**src/rtl/ptst_pkg.sv**
```systemverilog
// ----------------------------------------------------------------------------
// ptst_pkg
// Types and constants shared by the periodic task scheduler table modules.
// ----------------------------------------------------------------------------
package ptst_pkg;

    localparam int NUM_SLOTS_DEF = 8;
    localparam int RESULT_CAP    = 8;

    typedef enum logic [1:0] {
        KIND_TICK     = 2'd0,
        KIND_ADD      = 2'd1,
        KIND_DISPATCH = 2'd2,
        KIND_CLEAR    = 2'd3
    } kind_t;

    typedef struct packed {
        kind_t       kind;
        logic [7:0]  task_id;
        logic [31:0] start_delay;
        logic [31:0] period_ticks;
    } cmd_t;

    typedef struct packed {
        logic [2:0] slot_index;
        logic [7:0] due_task;
        logic       table_full;
        logic       due_valid;
        logic       last;
    } res_t;

    typedef enum logic [2:0] {
        ST_IDLE,
        ST_TICK,
        ST_ADD,
        ST_DSCAN,
        ST_DHOLD,
        ST_DFLUSH
    } state_t;

    // controller -> datapath
    typedef struct packed {
        logic start;       // latch item, rewind slot counter
        logic clear_all;
        logic cnt_inc;
        logic tick_run;
        logic add_write;
        logic push_full;
        logic disp_take;   // take current ready slot, push previous one
        logic disp_flush;  // push final dispatch result
    } ctrl_cmd_t;

    // datapath -> controller
    typedef struct packed {
        logic cnt_end;
        logic slot_occ;
        logic slot_ready;
        logic cap_hit;
        logic pend_vld;
        logic can_load;
    } ctrl_sts_t;

endpackage

```
**src/rtl/ptst_ctrl.sv**
```systemverilog
// ----------------------------------------------------------------------------
// ptst_ctrl
// Sequencer for the scheduler table: walks the slot counter for tick, add
// and dispatch and issues commands to the datapath.
// ----------------------------------------------------------------------------
module ptst_ctrl (
    input  logic                  clk,
    input  logic                  rst_n,
    input  logic                  cmd_valid,
    input  ptst_pkg::kind_t       cmd_kind,
    input  ptst_pkg::ctrl_sts_t   sts,
    output logic                  busy,
    output ptst_pkg::ctrl_cmd_t   cc
);
    import ptst_pkg::*;

    state_t state_reg;
    state_t state_next;

    always_ff @(posedge clk or negedge rst_n)
    begin
        if (!rst_n)
        begin
            state_reg <= ST_IDLE;
        end
        else
        begin
            state_reg <= state_next;
        end
    end

    always_comb
    begin
        state_next = state_reg;
        case (state_reg)
            ST_IDLE:
            begin
                if (cmd_valid)
                begin
                    case (cmd_kind)
                        KIND_TICK:     state_next = ST_TICK;
                        KIND_ADD:      state_next = ST_ADD;
                        KIND_DISPATCH: state_next = ST_DSCAN;
                        default:       state_next = ST_IDLE;
                    endcase
                end
            end
            ST_TICK:
            begin
                if (sts.cnt_end)
                begin
                    state_next = ST_IDLE;
                end
            end
            ST_ADD:
            begin
                if ((sts.cnt_end || !sts.slot_occ) && sts.can_load)
                begin
                    state_next = ST_IDLE;
                end
            end
            ST_DSCAN:
            begin
                if (sts.cnt_end || sts.cap_hit)
                begin
                    state_next = ST_DFLUSH;
                end
                else if (sts.slot_ready)
                begin
                    state_next = ST_DHOLD;
                end
            end
            ST_DHOLD:
            begin
                if (!sts.pend_vld || sts.can_load)
                begin
                    state_next = ST_DSCAN;
                end
            end
            ST_DFLUSH:
            begin
                if (sts.can_load)
                begin
                    state_next = ST_IDLE;
                end
            end
            default:
            begin
                state_next = ST_IDLE;
            end
        endcase
    end

    always_comb
    begin
        cc   = '0;
        busy = 1'b1;
        case (state_reg)
            ST_IDLE:
            begin
                busy = 1'b0;
                if (cmd_valid)
                begin
                    cc.start     = 1'b1;
                    cc.clear_all = (cmd_kind == KIND_CLEAR);
                end
            end
            ST_TICK:
            begin
                cc.tick_run = 1'b1;
                cc.cnt_inc  = !sts.cnt_end;
            end
            ST_ADD:
            begin
                if (sts.cnt_end)
                begin
                    cc.push_full = sts.can_load;
                end
                else if (sts.slot_occ)
                begin
                    cc.cnt_inc = 1'b1;
                end
                else
                begin
                    cc.add_write = sts.can_load;
                end
            end
            ST_DSCAN:
            begin
                cc.cnt_inc = !sts.cnt_end && !sts.cap_hit && !sts.slot_ready;
            end
            ST_DHOLD:
            begin
                if (!sts.pend_vld || sts.can_load)
                begin
                    cc.disp_take = 1'b1;
                    cc.cnt_inc   = 1'b1;
                end
            end
            ST_DFLUSH:
            begin
                cc.disp_flush = sts.can_load;
            end
            default:
            begin
                busy = 1'b1;
            end
        endcase
    end

endmodule

```
**src/rtl/ptst_datapath.sv**
```systemverilog
// ----------------------------------------------------------------------------
// ptst_datapath
// Slot storage (handle, countdown and period memories, occupied and ready
// flags), slot counter, tick writeback stage, dispatch holding register and
// the result output register.
// ----------------------------------------------------------------------------
module ptst_datapath #(
    parameter int NUM_SLOTS = ptst_pkg::NUM_SLOTS_DEF
) (
    input  logic                  clk,
    input  logic                  rst_n,
    input  ptst_pkg::cmd_t        cmd,
    input  ptst_pkg::ctrl_cmd_t   cc,
    output ptst_pkg::ctrl_sts_t   sts,
    output logic                  res_valid,
    input  logic                  res_stall,
    output ptst_pkg::res_t        res
);
    import ptst_pkg::*;

    localparam int SLOT_W    = (NUM_SLOTS > 1) ? $clog2(NUM_SLOTS) : 1;
    localparam int CNT_W     = $clog2(NUM_SLOTS + 1);
    localparam int TAKE_W    = $clog2(RESULT_CAP + 1);
    localparam int IDX_EXT_W = (SLOT_W > 3) ? SLOT_W : 3;

    cmd_t                item_reg;
    logic [CNT_W-1:0]    cnt_reg;
    logic [CNT_W-1:0]    cnt_next;
    logic [SLOT_W-1:0]   idx;
    logic                cnt_end;

    logic [NUM_SLOTS-1:0] occ_reg;
    logic [NUM_SLOTS-1:0] occ_next;
    logic [NUM_SLOTS-1:0] ready_reg;
    logic [NUM_SLOTS-1:0] ready_next;

    logic [7:0]  hnd_mem [NUM_SLOTS];
    logic [31:0] cd_mem  [NUM_SLOTS];
    logic [31:0] per_mem [NUM_SLOTS];
    logic [7:0]  hnd_rd_reg;
    logic [31:0] cd_rd_reg;
    logic [31:0] per_rd_reg;

    logic              wb_vld_reg;
    logic [SLOT_W-1:0] wb_idx_reg;
    logic              tick_wb;
    logic              cd_zero;
    logic              cd_we;
    logic [SLOT_W-1:0] cd_wa;
    logic [31:0]       cd_wd;

    logic              pend_vld_reg;
    logic              pend_vld_next;
    logic [SLOT_W-1:0] pend_idx_reg;
    logic [7:0]        pend_task_reg;
    logic [TAKE_W-1:0] take_reg;
    logic [TAKE_W-1:0] take_next;

    logic [IDX_EXT_W-1:0] idx_ext;
    logic [IDX_EXT_W-1:0] pend_ext;

    res_t res_reg;
    res_t res_d;
    logic res_load;
    logic res_vld_reg;
    logic res_vld_next;
    logic can_load;

    assign idx      = cnt_reg[SLOT_W-1:0];
    assign cnt_end  = (cnt_reg == CNT_W'(NUM_SLOTS));
    assign idx_ext  = IDX_EXT_W'(idx);
    assign pend_ext = IDX_EXT_W'(pend_idx_reg);
    assign can_load = !res_vld_reg || !res_stall;

    assign sts.cnt_end    = cnt_end;
    assign sts.slot_occ   = !cnt_end && occ_reg[idx];
    assign sts.slot_ready = !cnt_end && ready_reg[idx];
    assign sts.cap_hit    = (take_reg == TAKE_W'(RESULT_CAP));
    assign sts.pend_vld   = pend_vld_reg;
    assign sts.can_load   = can_load;

    // tick writeback: slot read last cycle is updated this cycle
    assign tick_wb = wb_vld_reg && occ_reg[wb_idx_reg];
    assign cd_zero = (cd_rd_reg == 32'd0);
    assign cd_we   = cc.add_write || tick_wb;
    assign cd_wa   = cc.add_write ? idx : wb_idx_reg;

    always_comb
    begin
        if (cc.add_write)
        begin
            cd_wd = item_reg.start_delay;
        end
        else if (cd_zero)
        begin
            cd_wd = per_rd_reg - 32'd1;
        end
        else
        begin
            cd_wd = cd_rd_reg - 32'd1;
        end
    end

    always_ff @(posedge clk)
    begin
        if (cc.add_write)
        begin
            hnd_mem[idx] <= item_reg.task_id;
            per_mem[idx] <= item_reg.period_ticks;
        end
        if (cd_we)
        begin
            cd_mem[cd_wa] <= cd_wd;
        end
        if (!cnt_end)
        begin
            hnd_rd_reg <= hnd_mem[idx];
            cd_rd_reg  <= cd_mem[idx];
            per_rd_reg <= per_mem[idx];
        end
    end

    always_comb
    begin
        occ_next   = occ_reg;
        ready_next = ready_reg;
        if (cc.clear_all)
        begin
            occ_next   = '0;
            ready_next = '0;
        end
        if (tick_wb && cd_zero)
        begin
            ready_next[wb_idx_reg] = 1'b1;
        end
        if (cc.add_write)
        begin
            occ_next[idx]   = (item_reg.task_id != 8'd0);
            ready_next[idx] = 1'b0;
        end
        if (cc.disp_take)
        begin
            ready_next[idx] = 1'b0;
        end
    end

    always_comb
    begin
        cnt_next = cnt_reg;
        if (cc.start)
        begin
            cnt_next = '0;
        end
        else if (cc.cnt_inc)
        begin
            cnt_next = cnt_reg + CNT_W'(1);
        end
    end

    always_comb
    begin
        pend_vld_next = pend_vld_reg;
        take_next     = take_reg;
        if (cc.start)
        begin
            pend_vld_next = 1'b0;
            take_next     = '0;
        end
        else if (cc.disp_take)
        begin
            pend_vld_next = 1'b1;
            take_next     = take_reg + TAKE_W'(1);
        end
    end

    always_comb
    begin
        res_d    = '0;
        res_load = 1'b0;
        if (cc.add_write)
        begin
            res_d.slot_index = idx_ext[2:0];
            res_d.last       = 1'b1;
            res_load         = 1'b1;
        end
        else if (cc.push_full)
        begin
            res_d.table_full = 1'b1;
            res_d.last       = 1'b1;
            res_load         = 1'b1;
        end
        else if (cc.disp_take && pend_vld_reg)
        begin
            res_d.slot_index = pend_ext[2:0];
            res_d.due_task   = pend_task_reg;
            res_d.due_valid  = 1'b1;
            res_load         = 1'b1;
        end
        else if (cc.disp_flush)
        begin
            if (pend_vld_reg)
            begin
                res_d.slot_index = pend_ext[2:0];
                res_d.due_task   = pend_task_reg;
                res_d.due_valid  = 1'b1;
            end
            res_d.last = 1'b1;
            res_load   = 1'b1;
        end
    end

    assign res_vld_next = res_load ? 1'b1 : (res_vld_reg && res_stall);

    always_ff @(posedge clk or negedge rst_n)
    begin
        if (!rst_n)
        begin
            cnt_reg      <= '0;
            occ_reg      <= '0;
            ready_reg    <= '0;
            wb_vld_reg   <= 1'b0;
            pend_vld_reg <= 1'b0;
            take_reg     <= '0;
            res_vld_reg  <= 1'b0;
        end
        else
        begin
            cnt_reg      <= cnt_next;
            occ_reg      <= occ_next;
            ready_reg    <= ready_next;
            wb_vld_reg   <= cc.tick_run && !cnt_end;
            pend_vld_reg <= pend_vld_next;
            take_reg     <= take_next;
            res_vld_reg  <= res_vld_next;
        end
    end

    always_ff @(posedge clk)
    begin
        wb_idx_reg <= idx;
        if (cc.start)
        begin
            item_reg <= cmd;
        end
        if (cc.disp_take)
        begin
            pend_idx_reg  <= idx;
            pend_task_reg <= hnd_rd_reg;
        end
        if (res_load)
        begin
            res_reg <= res_d;
        end
    end

    assign res_valid = res_vld_reg;
    assign res       = res_reg;

endmodule

```
**src/rtl/periodic_task_scheduler_table_core.sv**
```systemverilog
// ----------------------------------------------------------------------------
// periodic_task_scheduler_table_core
// Table of periodic task slots with tick, add, dispatch and clear commands.
// ----------------------------------------------------------------------------
// Usage:
//   cmd channel (cmd_valid / cmd_stall / cmd) takes one command at a time;
//   cmd_stall is high while a command is being worked on.
//   res channel (res_valid / res_stall / res) returns results from a single
//   output register; each command's final result has last set.
//   Command sequences:
//     clear    - done in the idle state, no result.
//     tick     - one slot per cycle through a read/writeback pair (reads
//                countdown and period, writes back countdown); no result.
//     add      - scans slots one per cycle; result registered once the
//                first free slot is written, or a full report when full.
//     dispatch - steps past idle slots, holds each ready slot until taken,
//                then end check and final result; at most eight results.
//   The next command is taken in the idle state after a command completes.
//   A held res_stall freezes the result; the controller waits on it to load the next one.
//   Reset empties every slot and clears all ready marks immediately.
// ----------------------------------------------------------------------------
module periodic_task_scheduler_table_core #(
    parameter int NUM_SLOTS = ptst_pkg::NUM_SLOTS_DEF
) (
    input  logic             clk,
    input  logic             rst_n,
    input  logic             cmd_valid,
    output logic             cmd_stall,
    input  ptst_pkg::cmd_t   cmd,
    output logic             res_valid,
    input  logic             res_stall,
    output ptst_pkg::res_t   res
);
    import ptst_pkg::*;

    ctrl_cmd_t cc;
    ctrl_sts_t sts;

    ptst_ctrl u_ctrl (
        .clk       (clk),
        .rst_n     (rst_n),
        .cmd_valid (cmd_valid),
        .cmd_kind  (cmd.kind),
        .sts       (sts),
        .busy      (cmd_stall),
        .cc        (cc)
    );

    ptst_datapath #(
        .NUM_SLOTS (NUM_SLOTS)
    ) u_datapath (
        .clk       (clk),
        .rst_n     (rst_n),
        .cmd       (cmd),
        .cc        (cc),
        .sts       (sts),
        .res_valid (res_valid),
        .res_stall (res_stall),
        .res       (res)
    );

endmodule

```
**config.mk**
```make
export PLATFORM = sky130hd
export DESIGN_NAME = periodic_task_scheduler_table_core
export DESIGN_NICKNAME = d
export VERILOG_FILES = /design/src/rtl/ptst_pkg.sv /design/src/rtl/ptst_ctrl.sv /design/src/rtl/ptst_datapath.sv /design/src/rtl/periodic_task_scheduler_table_core.sv
export SDC_FILE = /design/constraint.sdc
export NUM_CORES = 1
export LEC_CHECK = 0
export ABC_AREA = 1
export BUFFER_PORTS_ARGS = -buffer_cell sky130_fd_sc_hd__buf_2
export CORE_MARGIN = 2
export CORE_UTILIZATION = 45
export CTS_CLUSTER_SIZE = 40
export DETAILED_ROUTE_END_ITERATION = 10
export PLACE_DENSITY_LB_ADDON = 0.08
export SKIP_LAST_GASP = 1
export SLEW_MARGIN = 20
export SYNTH_ARGS = -nofsm -noshare
export SYNTH_HDL_FRONTEND = slang
export SYNTH_HIERARCHICAL = 1
export SYNTH_SLANG_ARGS = --single-unit
```
**constraint.sdc**
```tcl
create_clock -name clk -period 11.49 [get_ports clk]
set_input_delay 1.149 -clock clk [delete_from_list [all_inputs] [get_ports clk]]
set_output_delay 1.149 -clock clk [all_outputs]
set_load 0.05 [all_outputs]
```
# == After elaboration in Yosys (flattened, before gate mapping) ==
# Memory sizes are Yosys's and may differ from the RTL's. A register that Yosys moved wholly into a read port is not among the register bits.
# Cells that the tools add are included.
# classes
addsub,4
n_mul,0
div,0
magnitude_cmp,4
eq_ne,16
shift,0
mux,68
bitwise,4
reduce_logical,35
# op_table
cell,n
two-way mux 32 bit,2
subtractor 32 x 1 -> 32 bit (second input constant),2
two-way mux 8 bit,6
two-way mux 11 bit,4
zero test 32 bit,1
two-way mux 1 bit,30
two-way mux 3 bit,9
one-hot mux 3 bit (6 select lines),1
bitwise AND 8 bit,2
two-way mux 4 bit,4
logical AND 1 bit,12
zero test 1 bit,10
binary-select mux 1 bit (select 3 bit),3
adder 4 x 1 -> 4 bit (second input constant),2
bitwise mux 8 bit,1
equality test 4 bit (second input constant),2
less-than comparator 3 x 4 -> 1 bit (second input constant),2
two-way mux 2 bit,4
inequality test 2 x 1 -> 1 bit (second input constant),4
inverter 8 bit,1
bitwise OR 8 bit,1
nonzero test 8 bit,1
demux 1 bit (select 3 bit),2
equality test 3 x 2 -> 1 bit (second input constant),2
other kinds (15),23
# word_totals
register_bits,130
latch_bits,0
mem_bits_rw,576
mem_bits_ro,0
inputBits,78
output_inout_bits,16
wordCells,153
memories,3
# mem_list
name,depth,width,read_ports,rd_clocked_by_memory_dff,wr,line,text
u_datapath.cd_mem,8,32,1,1,1,ptst_datapath.sv:38,logic [31:0] cd_mem [NUM_SLOTS];
u_datapath.per_mem,8,32,1,1,1,ptst_datapath.sv:39,logic [31:0] per_mem [NUM_SLOTS];
u_datapath.hnd_mem,8,8,1,1,1,ptst_datapath.sv:37,logic [7:0] hnd_mem [NUM_SLOTS];

# == Depth between registers and ports, before layout ==
# Gate-level depths: netlist of the first run.
# logic_depth
word_depth,10
mapped_depth,19
mapped_depth_nobuf,17

# == Modules after synthesis ==
# Netlist of the first run, hierarchy kept.
# modules_own_cells
mod,instances,cells_each,area_each_um2,seq_area_each_um2
ptst_datapath,1,1982,29251.8,23107.2
ptst_ctrl,1,62,389.1,75.1

# == Worst setup path before layout of the first run ==
# OpenSTA, ideal clock, no wires.
# synth_path
path_type,reg-to-reg
from,register u_datapath.cnt_reg[0]
to,memory u_datapath.hnd_mem[0][0] (enable)
setup_ns,0.492
arrival_time_ns,6.586
t_required_ns,10.998
path_slack_ns,4.412
path_stages_with_launch,10
n_path_buf,1
period_less_slack_ns,7.078
path_cell_list,dfrtp_1 -> inv_1 -> ha_1 -> nand3_1 -> inv_1 -> a41oi_1 -> nor4_1 -> clkbuf_1 -> clkinv_1 -> nor3_1
# synth_lines
element,line,text
"start, declared",ptst_datapath.sv:27,logic [CNT_W-1:0] cnt_reg;
"start signal, assigned",ptst_datapath.sv:228,cnt_reg <= cnt_next;
"end, declared",ptst_datapath.sv:37,

==> results of run 1 <==
routing by layer:
metal | track usage (%) | routed length [um] | vias up
met2 | 35.8 | 35800 | 522
met1 | 33.1 | 34400 | 8845
met5 | 0 | 0 | -
met3 | 4.04 | 4350 | 114
li1 | - | - | 7916
met4 | 6.49 | 1930 | 0
layout by cell type (no fill, tap or decap), types with 6 or more instances in the layout:
cell,netlist,routed
mux2i_1,8,8
ha_1,8,8
clkinv_2,0,15
clkbuf_16,0,83
clkinv_1,1,16
a31oi_1,6,6
nand2_2,15,15
a21oi_1,48,48
bufinv_16,0,8
buf_2,6,93
edfxtp_1,745,745
nor3_1,9,8
nand3_1,49,48
o21ai_0,28,28
nor2_1,142,118
inv_1,100,100
a22oi_1,99,99
nor2_2,13,13
nor2_4,3,27
nand2_1,442,442
clkbuf_1,65,17
a22o_1,55,55
buf_4,3,40
a221oi_1,61,61
dfrtp_1,30,30
nand4_1,65,65
layout make-up:
type / instances / area, sq um
Multi-Input combinational cell: 1083 / 5920
Sequential cell: 778 / 23200
Timing Repair Buffer: 133 / 766
Fill cell: 5442 / 31500
Clock inverter: 51 / 509
Inverter: 102 / 383
Clock buffer: 101 / 2150
Tap cell: 864 / 1080
final timing paths:
| path | from | endpoint | slack, ns |
|---|---|---|---|
| setup reg to reg | u_datapath/cnt_reg[0] | u_datapath/cd_mem[1][21] | 6.27 |
| setup / recovery | u_datapath/cnt_reg[0] | u_datapath/cd_mem[1][21] | 6.27 |
| min in group asynchronous | rst_n | u_datapath/pend_vld_reg | 0.58 |
| hold reg to reg | u_datapath/hnd_rd_reg[7] | u_datapath/pend_task_reg[7] | 0.42 |
| hold / removal | u_datapath/hnd_rd_reg[7] | u_datapath/pend_task_reg[7] | 0.42 |
| max in group asynchronous | rst_n | u_ctrl/state_reg[0] | 10.44 |
logic make-up (layout without fill, tap and decap cells):
logic type	Yosys count	count (layout)	share of synthesized area, %
xor gates and xnor gates	3	3	0.0887
buffers and inverters	183	387	2.51
DFF	778	778	78.2
adders and majority gates	8	8	0.338
and+or+nand+nor	750	750	10.8
AOI/OAI and AO/OA	314	314	7.83
muxes	8	8	0.270
power by group:
group / switching, uW / total [uW] / internal [uW]
combinational: 1440 / 1910 / 474
clock: 1080 / 2600 / 1520
sequential: 280 / 4180 / 3900
total: 2790 / 8690 / 5890
critical path, delay by kind of cell (launching register included):
family	cells	cell delay (ns)
AOI/OAI and AO/OA	2	0.35
buffers and inverters	6	2.14
and+or+nand+nor	4	1.39
adders and majority gates	1	0.27
DFF	1	0.63
through the flow:
step                hold slack [ns]  setup slack, ns  utilization (%)
detailed placement            0.406             6.23             47.8
CTS                           0.427             6.18             51.9
floorplan                     0.400             4.41                -
global route                  0.427             5.93             51.9
global placement              0.409             6.37             47.8
finish                        0.425             6.27             51.9
==> metrics.log, run 1 <==
INFO  metric place.port_buffers = 93
INFO  metric post-synth-top-area-fraction = between 70 and 80%
INFO  metric timing.critical_path.slowest_cell_delay = roughly 0.63 ns
INFO  metric drtPass1Iterations = 7
INFO  metric ys_top_cells_by_count = edfxtp_1 (745), nand2_1 (442), nor2_1 (142)
INFO  metric ctsRootBufferMaster = clkbuf_16
INFO  metric dieWidth = 261 um
INFO  metric worstPathMaxFanout = 34
INFO  metric period_minus_slack = about 5.2 ns
INFO  metric async_reset_ff_share = between 3 and 4%
INFO  metric cts.repair.resized = 0
INFO  metric yosysMostFrequentCell = edfxtp_1
INFO  metric arrival = between 5 and 6 ns
INFO  metric synth.ff_latch_count = 778
INFO  metric depth_of_the_most_critical_reg_to_reg_path = 13
INFO  metric gr-usage-all-layers = 22.9%
INFO  metric core_area = 65500 sq um
INFO  metric power.density = around 260 nW/um^2
INFO  metric grt_first_pass_wirelength = 113 mm
INFO  metric timing_worst_slew_pin_value = 1.00 ns
INFO  metric maxSlewHeadroom = approximately a third
INFO  metric area_growth_syn_to_layout = 14.7%
INFO  metric routedWlPerCell = approximately 25 um
INFO  metric clock_latency = around 0.63 ns
INFO  metric outcome = finished, final reports clean
INFO  metric syn-cell-area = 29600 sq um
INFO  metric synth.top_cells.by_area = edfxtp_1 (75%), nand2_1 (5.6%), dfrtp_1 (2.5%)
INFO  metric die_area = 67900 sq um
INFO  metric worst_setup_path_end_kind = flip-flop
INFO  metric synth_top_cell_by_area = edfxtp_1
INFO  metric crit_path_start_kind = flip-flop
INFO  metric placed_cells_incl_taps = 2960
INFO  metric fmax = 0.192 GHz
INFO  metric max_cap_viol_count = 0
INFO  metric finish.cell_count_without_fillers = roughly 3100
INFO  metric fin_total_pwr = about 8700 uW
INFO  metric finish.net_count = 2266
INFO  metric leakagePower = about 0.012 uW
INFO  metric required = roughly 12 ns
INFO  metric min_period_over_period = a little under half
INFO  metric drt-vias-per-instance = 5.59
INFO  metric synth-warning-count = 6
INFO  metric grt-ovfl-total = 0
INFO  metric clock_sinks = 778
INFO  metric first_global_vias = 17000
INFO  metric clock_tree_from_tritoncts = built
INFO  metric synthesized_area_per_cell = 14.5 sq um
INFO  metric antenna_found_initial = 2
INFO  metric gp_routability_congestion = roughly 0.92
INFO  metric postCtsSetupRepairBufs = 0
INFO  metric clk_pin_slew = 0.06 ns
INFO  metric rsz0062_at_grt = false
INFO  metric remaining_drc_errors = 0
INFO  metric seq_area_frac_synth = between 70% and 80%
INFO  metric dieHeight = 261 um
INFO  metric finish.instance_area = ~34000 sq um
INFO  metric mappedNetlistNets = 2130
INFO  metric floorplan.initialDensity = 45.2%
INFO  metric netlist-cell-type-count = 45
INFO  metric post_cts_hold_buffer_count = 0
INFO  metric detailedPlacementHpwl = 43.9 mm
INFO  metric io_pins = 94
INFO  metric htree_levels = 3
INFO  metric largest_net_degree_at_the_start_of_global_routing = 58
INFO  metric setup.worst_path.class = reg -> reg
INFO  metric worst_hold_check_path_type = reg -> reg
INFO  metric ir_drop = 114 uV
INFO  metric clock-skew-final = 0.0202 ns
INFO  metric drv_slew = 0
INFO  metric tns = 0 ns
INFO  metric cp_slowest_cell = dfrtp_1
INFO  metric max-clock-path-buffers = 3
INFO  metric synthCells = 2044
INFO  metric antenna-diode-count = 0
INFO  metric main_flop_type_after_synthesis = edfxtp_1
INFO  metric floorplan.rows = 94
INFO  metric path_cells = inv_1 -> ha_1 -> nand3_4 -> inv_1 -> a41oi_1 -> nor4_2 -> buf_4 -> nand2_1 -> o21ai_0 -> buf_4 -> inv_1 -> nor2_4 -> buf_4
INFO  metric route.vias.total = 17400
INFO  metric dpl-instance-area = roughly 31000 sq um
INFO  metric final_antenna_net_count = 0
INFO  metric cts_inserted_buffers = 82
INFO  metric finalSetupViolCount = 0
INFO  metric wirelength = 76.5 mm
INFO  metric synth_edf_count = 745
INFO  metric drive_gt1_share = about 14%
INFO  metric finalHoldViolations = 0
INFO  metric hold-path-cell-count = 0
INFO  metric first_iter_violations = 1639
Power figures use the tool's default switching activity.
==> run 2, diff against run 1 <==
--- a/config.mk
+++ b/config.mk
@@ -5,7 +5,7 @@
 export SDC_FILE = /design/constraint.sdc
 export NUM_CORES = 1
 export LEC_CHECK = 0
-export ABC_AREA = 1
+export ABC_AREA = 0
 export BUFFER_PORTS_ARGS = -buffer_cell sky130_fd_sc_hd__buf_2
 export CORE_MARGIN = 2
 export CORE_UTILIZATION = 45
==> constraint.sdc (replaced) <==
create_clock -name clk -period 4.88 [get_ports clk]
set_input_delay 0.488 -clock clk [delete_from_list [all_inputs] [get_ports clk]]
set_output_delay 0.488 -clock clk [all_outputs]
set_load 0.05 [all_outputs]
==> run 2 against run 1 <==
Effect of this change: worst setup slack got worse by 5.8 ns; critical path type unchanged; highest routed layer is now met5; via count is 3.6% lower; count of clock-buffer cells in the layout increased by 6; sequential power increased by 140%; clock power increased by 130%; wire length increased by 2.4%; worst hold slack got worse by 0.40 ns.
==> metrics.log, run 2 <==
INFO  metric outcome = finished, final reports clean
INFO  metric drt-vias-per-instance = 5.86
INFO  metric worst_hold_check_path_type = in -> reg
INFO  metric remaining_drc_errors = 0
INFO  metric clock_tree_from_tritoncts = built
INFO  metric main_flop_type_after_synthesis = edfxtp_1
INFO  metric seq_area_frac_synth = 78.1%
INFO  metric routedWlPerCell = ~27 um
INFO  metric grt_first_pass_wirelength = 115 mm
INFO  metric max-clock-path-buffers = 3
INFO  metric leakagePower = 0.0113 uW
INFO  metric grt-ovfl-total = 0
INFO  metric largest_family_of_logic_cells_by_synthesized_area = compound AO/OA/AOI/OAI gates
INFO  metric synth.ff_latch_count = 778
INFO  metric first_global_vias = 16800
INFO  metric min_period_over_period = 91.1%
INFO  metric worstPathMaxFanout = 8
INFO  metric detailedPlacementHpwl = 47.2 mm
INFO  metric required = 5.21 ns
INFO  metric rsz0062_at_grt = false
INFO  metric ys_top_cells_by_count = edfxtp_1 (745), a22oi_1 (170), nand2_1 (105)
INFO  metric fin_total_pwr = between 15000 and 20000 uW
INFO  metric maxSlewHeadroom = 33.9%
INFO  metric io_pins = between 90 and 100
INFO  metric dieHeight = 261 um
INFO  metric synth_top_cell_by_area = edfxtp_1
INFO  metric dieWidth = approximately 260 um
INFO  metric clock_sinks = 778
INFO  metric timing.rr.start = u_datapath/cd_rd_reg[28]
INFO  metric route.vias.total = 16800
INFO  metric synth_edf_count = 745
INFO  metric synth.top_cells.by_area = edfxtp_1 (75%), a22oi_1 (4.3%), mux4_2 (3.0%)
INFO  metric gr-usage-all-layers = a little under a quarter
INFO  metric die_area = 68000 sq um
INFO  metric clock_latency = 0.65 ns
INFO  metric ir_drop = slightly below 300 uV
INFO  metric cts_inserted_buffers = 81
INFO  metric area_growth_syn_to_layout = 16.4%
INFO  metric hold-path-cell-count = 1
INFO  metric core_area = 65500 sq um
INFO  metric placed_cells_incl_taps = 2671
INFO  metric yosysMostFrequentCell = edfxtp_1
INFO  metric synth-warning-count = 6
INFO  metric ctsRootBufferMaster = clkbuf_16
INFO  metric drv_slew = 0
INFO  metric netlist-cell-type-count = 81
INFO  metric largest_net_degree_at_the_start_of_global_routing = 51
INFO  metric worst_hold_check_slack = 0.0290 ns
INFO  metric first_iter_violations = 1378
INFO  metric hold_start = cmd[34]
INFO  metric finish.cell_count_without_fillers = roughly 2900
INFO  metric synthesized_area_per_cell = 17.1 sq um
INFO  metric post-synth-top-area-fraction = 75.4%
INFO  metric clk_pin_slew = roughly 0.060 ns
INFO  metric finalHoldViolations = 0
INFO  metric synthCells = 1737
INFO  metric layout_common_cells = edfxtp_1 (745), a22oi_1 (170), nand2_1 (105), buf_2 (93), clkbuf_16 (81)
INFO  metric finalSetupViolCount = 0
INFO  metric synthAdderAreaFrac = less than 1%
INFO  metric worst_setup_path_end_kind = flip-flop
INFO  metric finish.net_count = about 2000
INFO  metric postCtsSetupRepairBufs = 0
INFO  metric htree_levels = 3
INFO  metric setup.worst_path.class = reg -> reg
INFO  metric depth_of_the_most_critical_reg_to_reg_path = 12
INFO  metric max_cap_viol_count = 0
INFO  metric synth-compound-area-share = 9.04%
INFO  metric whs_endpoint = u_datapath/item_reg[34]
INFO  metric antenna_found_initial = 2
INFO  metric muxShareOfSynthArea = ~3.7%
INFO  metric timing_worst_slew_pin_value = 0.992 ns
INFO  metric arrival = 4.77 ns
INFO  metric clock-skew-final = approximately 0.027 ns
INFO  metric power.density = 578 nW/um^2
INFO  metric antenna-diode-count = 0
INFO  metric r2r-end = u_datapath/cd_mem[2][24]
INFO  metric crit_path_start_kind = flip-flop
INFO  metric floorplan.rows = 94
INFO  metric period_minus_slack = approximately 4.4 ns
INFO  metric drtPass1Iterations = 5
INFO  metric gp_routability_congestion = 0.845
INFO  metric yosys.area_share.simple = roughly 6.2%
INFO  metric final_antenna_net_count = 0
INFO  metric syn-cell-area = a little under 30000 sq um
INFO  metric layout.cells.most_common = edfxtp_1
INFO  metric fmax = 0.225 GHz
INFO  metric final.fill_count = 5277
INFO  metric tns = 0 ns
INFO  metric place.port_buffers = 93
INFO  metric timing.reg2reg.setup_slack = 0.44 ns
INFO  metric crit_path_start = u_datapath/cd_rd_reg[28]
INFO  metric synth-xor-area-share = 0.679%
INFO  metric wirelength = 78.4 mm
INFO  metric drive_gt1_share = 19.0%
INFO  metric floorplan.initialDensity = between 40 and 50%
INFO  metric async_reset_ff_share = 3.86%
INFO  metric mappedNetlistNets = around 1800
-- run 2: power by group --
part | switching [uW] | internal (uW)
clock network | 2580 | 3350
registers | 790 | 9040
logic | 2920 | 1300
-- run 2: cell families after synthesis --
group,Yosys count
compound gates,370
xor+xnor,23
simple gates,374
buf+inv,123
mux,61
fa+ha+maj,8
flops,778
-- run 2: stage by stage --
step | setup WS [ns] | cell area [sq um] | util [%]
2_1_floorplan | 0.115 | 29700 | -
3_3_place_gp | 0.611 | 31600 | 48.2
3_5_place_dp | 0.476 | 31600 | 48.2
4_1_cts | 0.448 | 34500 | 52.7
5_1_grt | 0.0574 | 34500 | 52.7
6_report | 0.436 | 34500 | 52.7
-- run 2: how the worst max path moves through the flow --
stage | end | slack, ns
floorplan | u_datapath/hnd_mem[5][0] | 0.11
global placement | u_datapath/cd_mem[2][24] | 0.61
detailed placement | u_datapath/cd_mem[2][24] | 0.48
CTS | u_datapath/cd_mem[7][24] | 0.45
global route | u_datapath/cd_mem[3][18] | 0.06
finish | u_datapath/cd_mem[2][24] | 0.44
-- run 2: area by class of cell --
cell class | instances | area (sq um) | area share [%]
well taps | 864 | 1080 | 3.13
clock inverters | 41 | 410 | 1.19
multi-input cells | 836 | 6100 | 17.7
clock buffers | 107 | 2140 | 6.21
flip-flops and latches | 778 | 23200 | 67.1
repair buffers | 208 | 1520 | 4.40
inverters | 27 | 103 | 0.297
-- run 2: critical path, cell delays in order (launching register included) --
cell	delay (ns)
edfxtp_1	0.44
or3_1	0.24
and4bb_2	0.27
and3_1	0.21
a21oi_1	0.21
ha_1	0.22
nor3b_1	0.32
nand3_1	0.15
or4_1	0.48
or4_4	0.46
a2111oi_4	0.45
xor2_1	0.11
o21ai_0	0.58
-- run 2: what timing repair did --
action / in CTS / in global routing
endpoints found under the hold margin: 71 / 0
hold buffers: 42 / 0
resized for setup: 0 / 0
-- run 2: per-layer routing --
| metal | GRT usage, % | routed length, um | vias to the layer above |
|---|---|---|---|
| li1 | - | - | 7428 |
| met4 | 5.16 | 1350 | 2 |
| met5 | 0 | 13 | - |
| met3 | 3.64 | 4260 | 94 |
| met1 | 32.9 | 34200 | 8724 |
| met2 | 38.6 | 38600 | 525 |
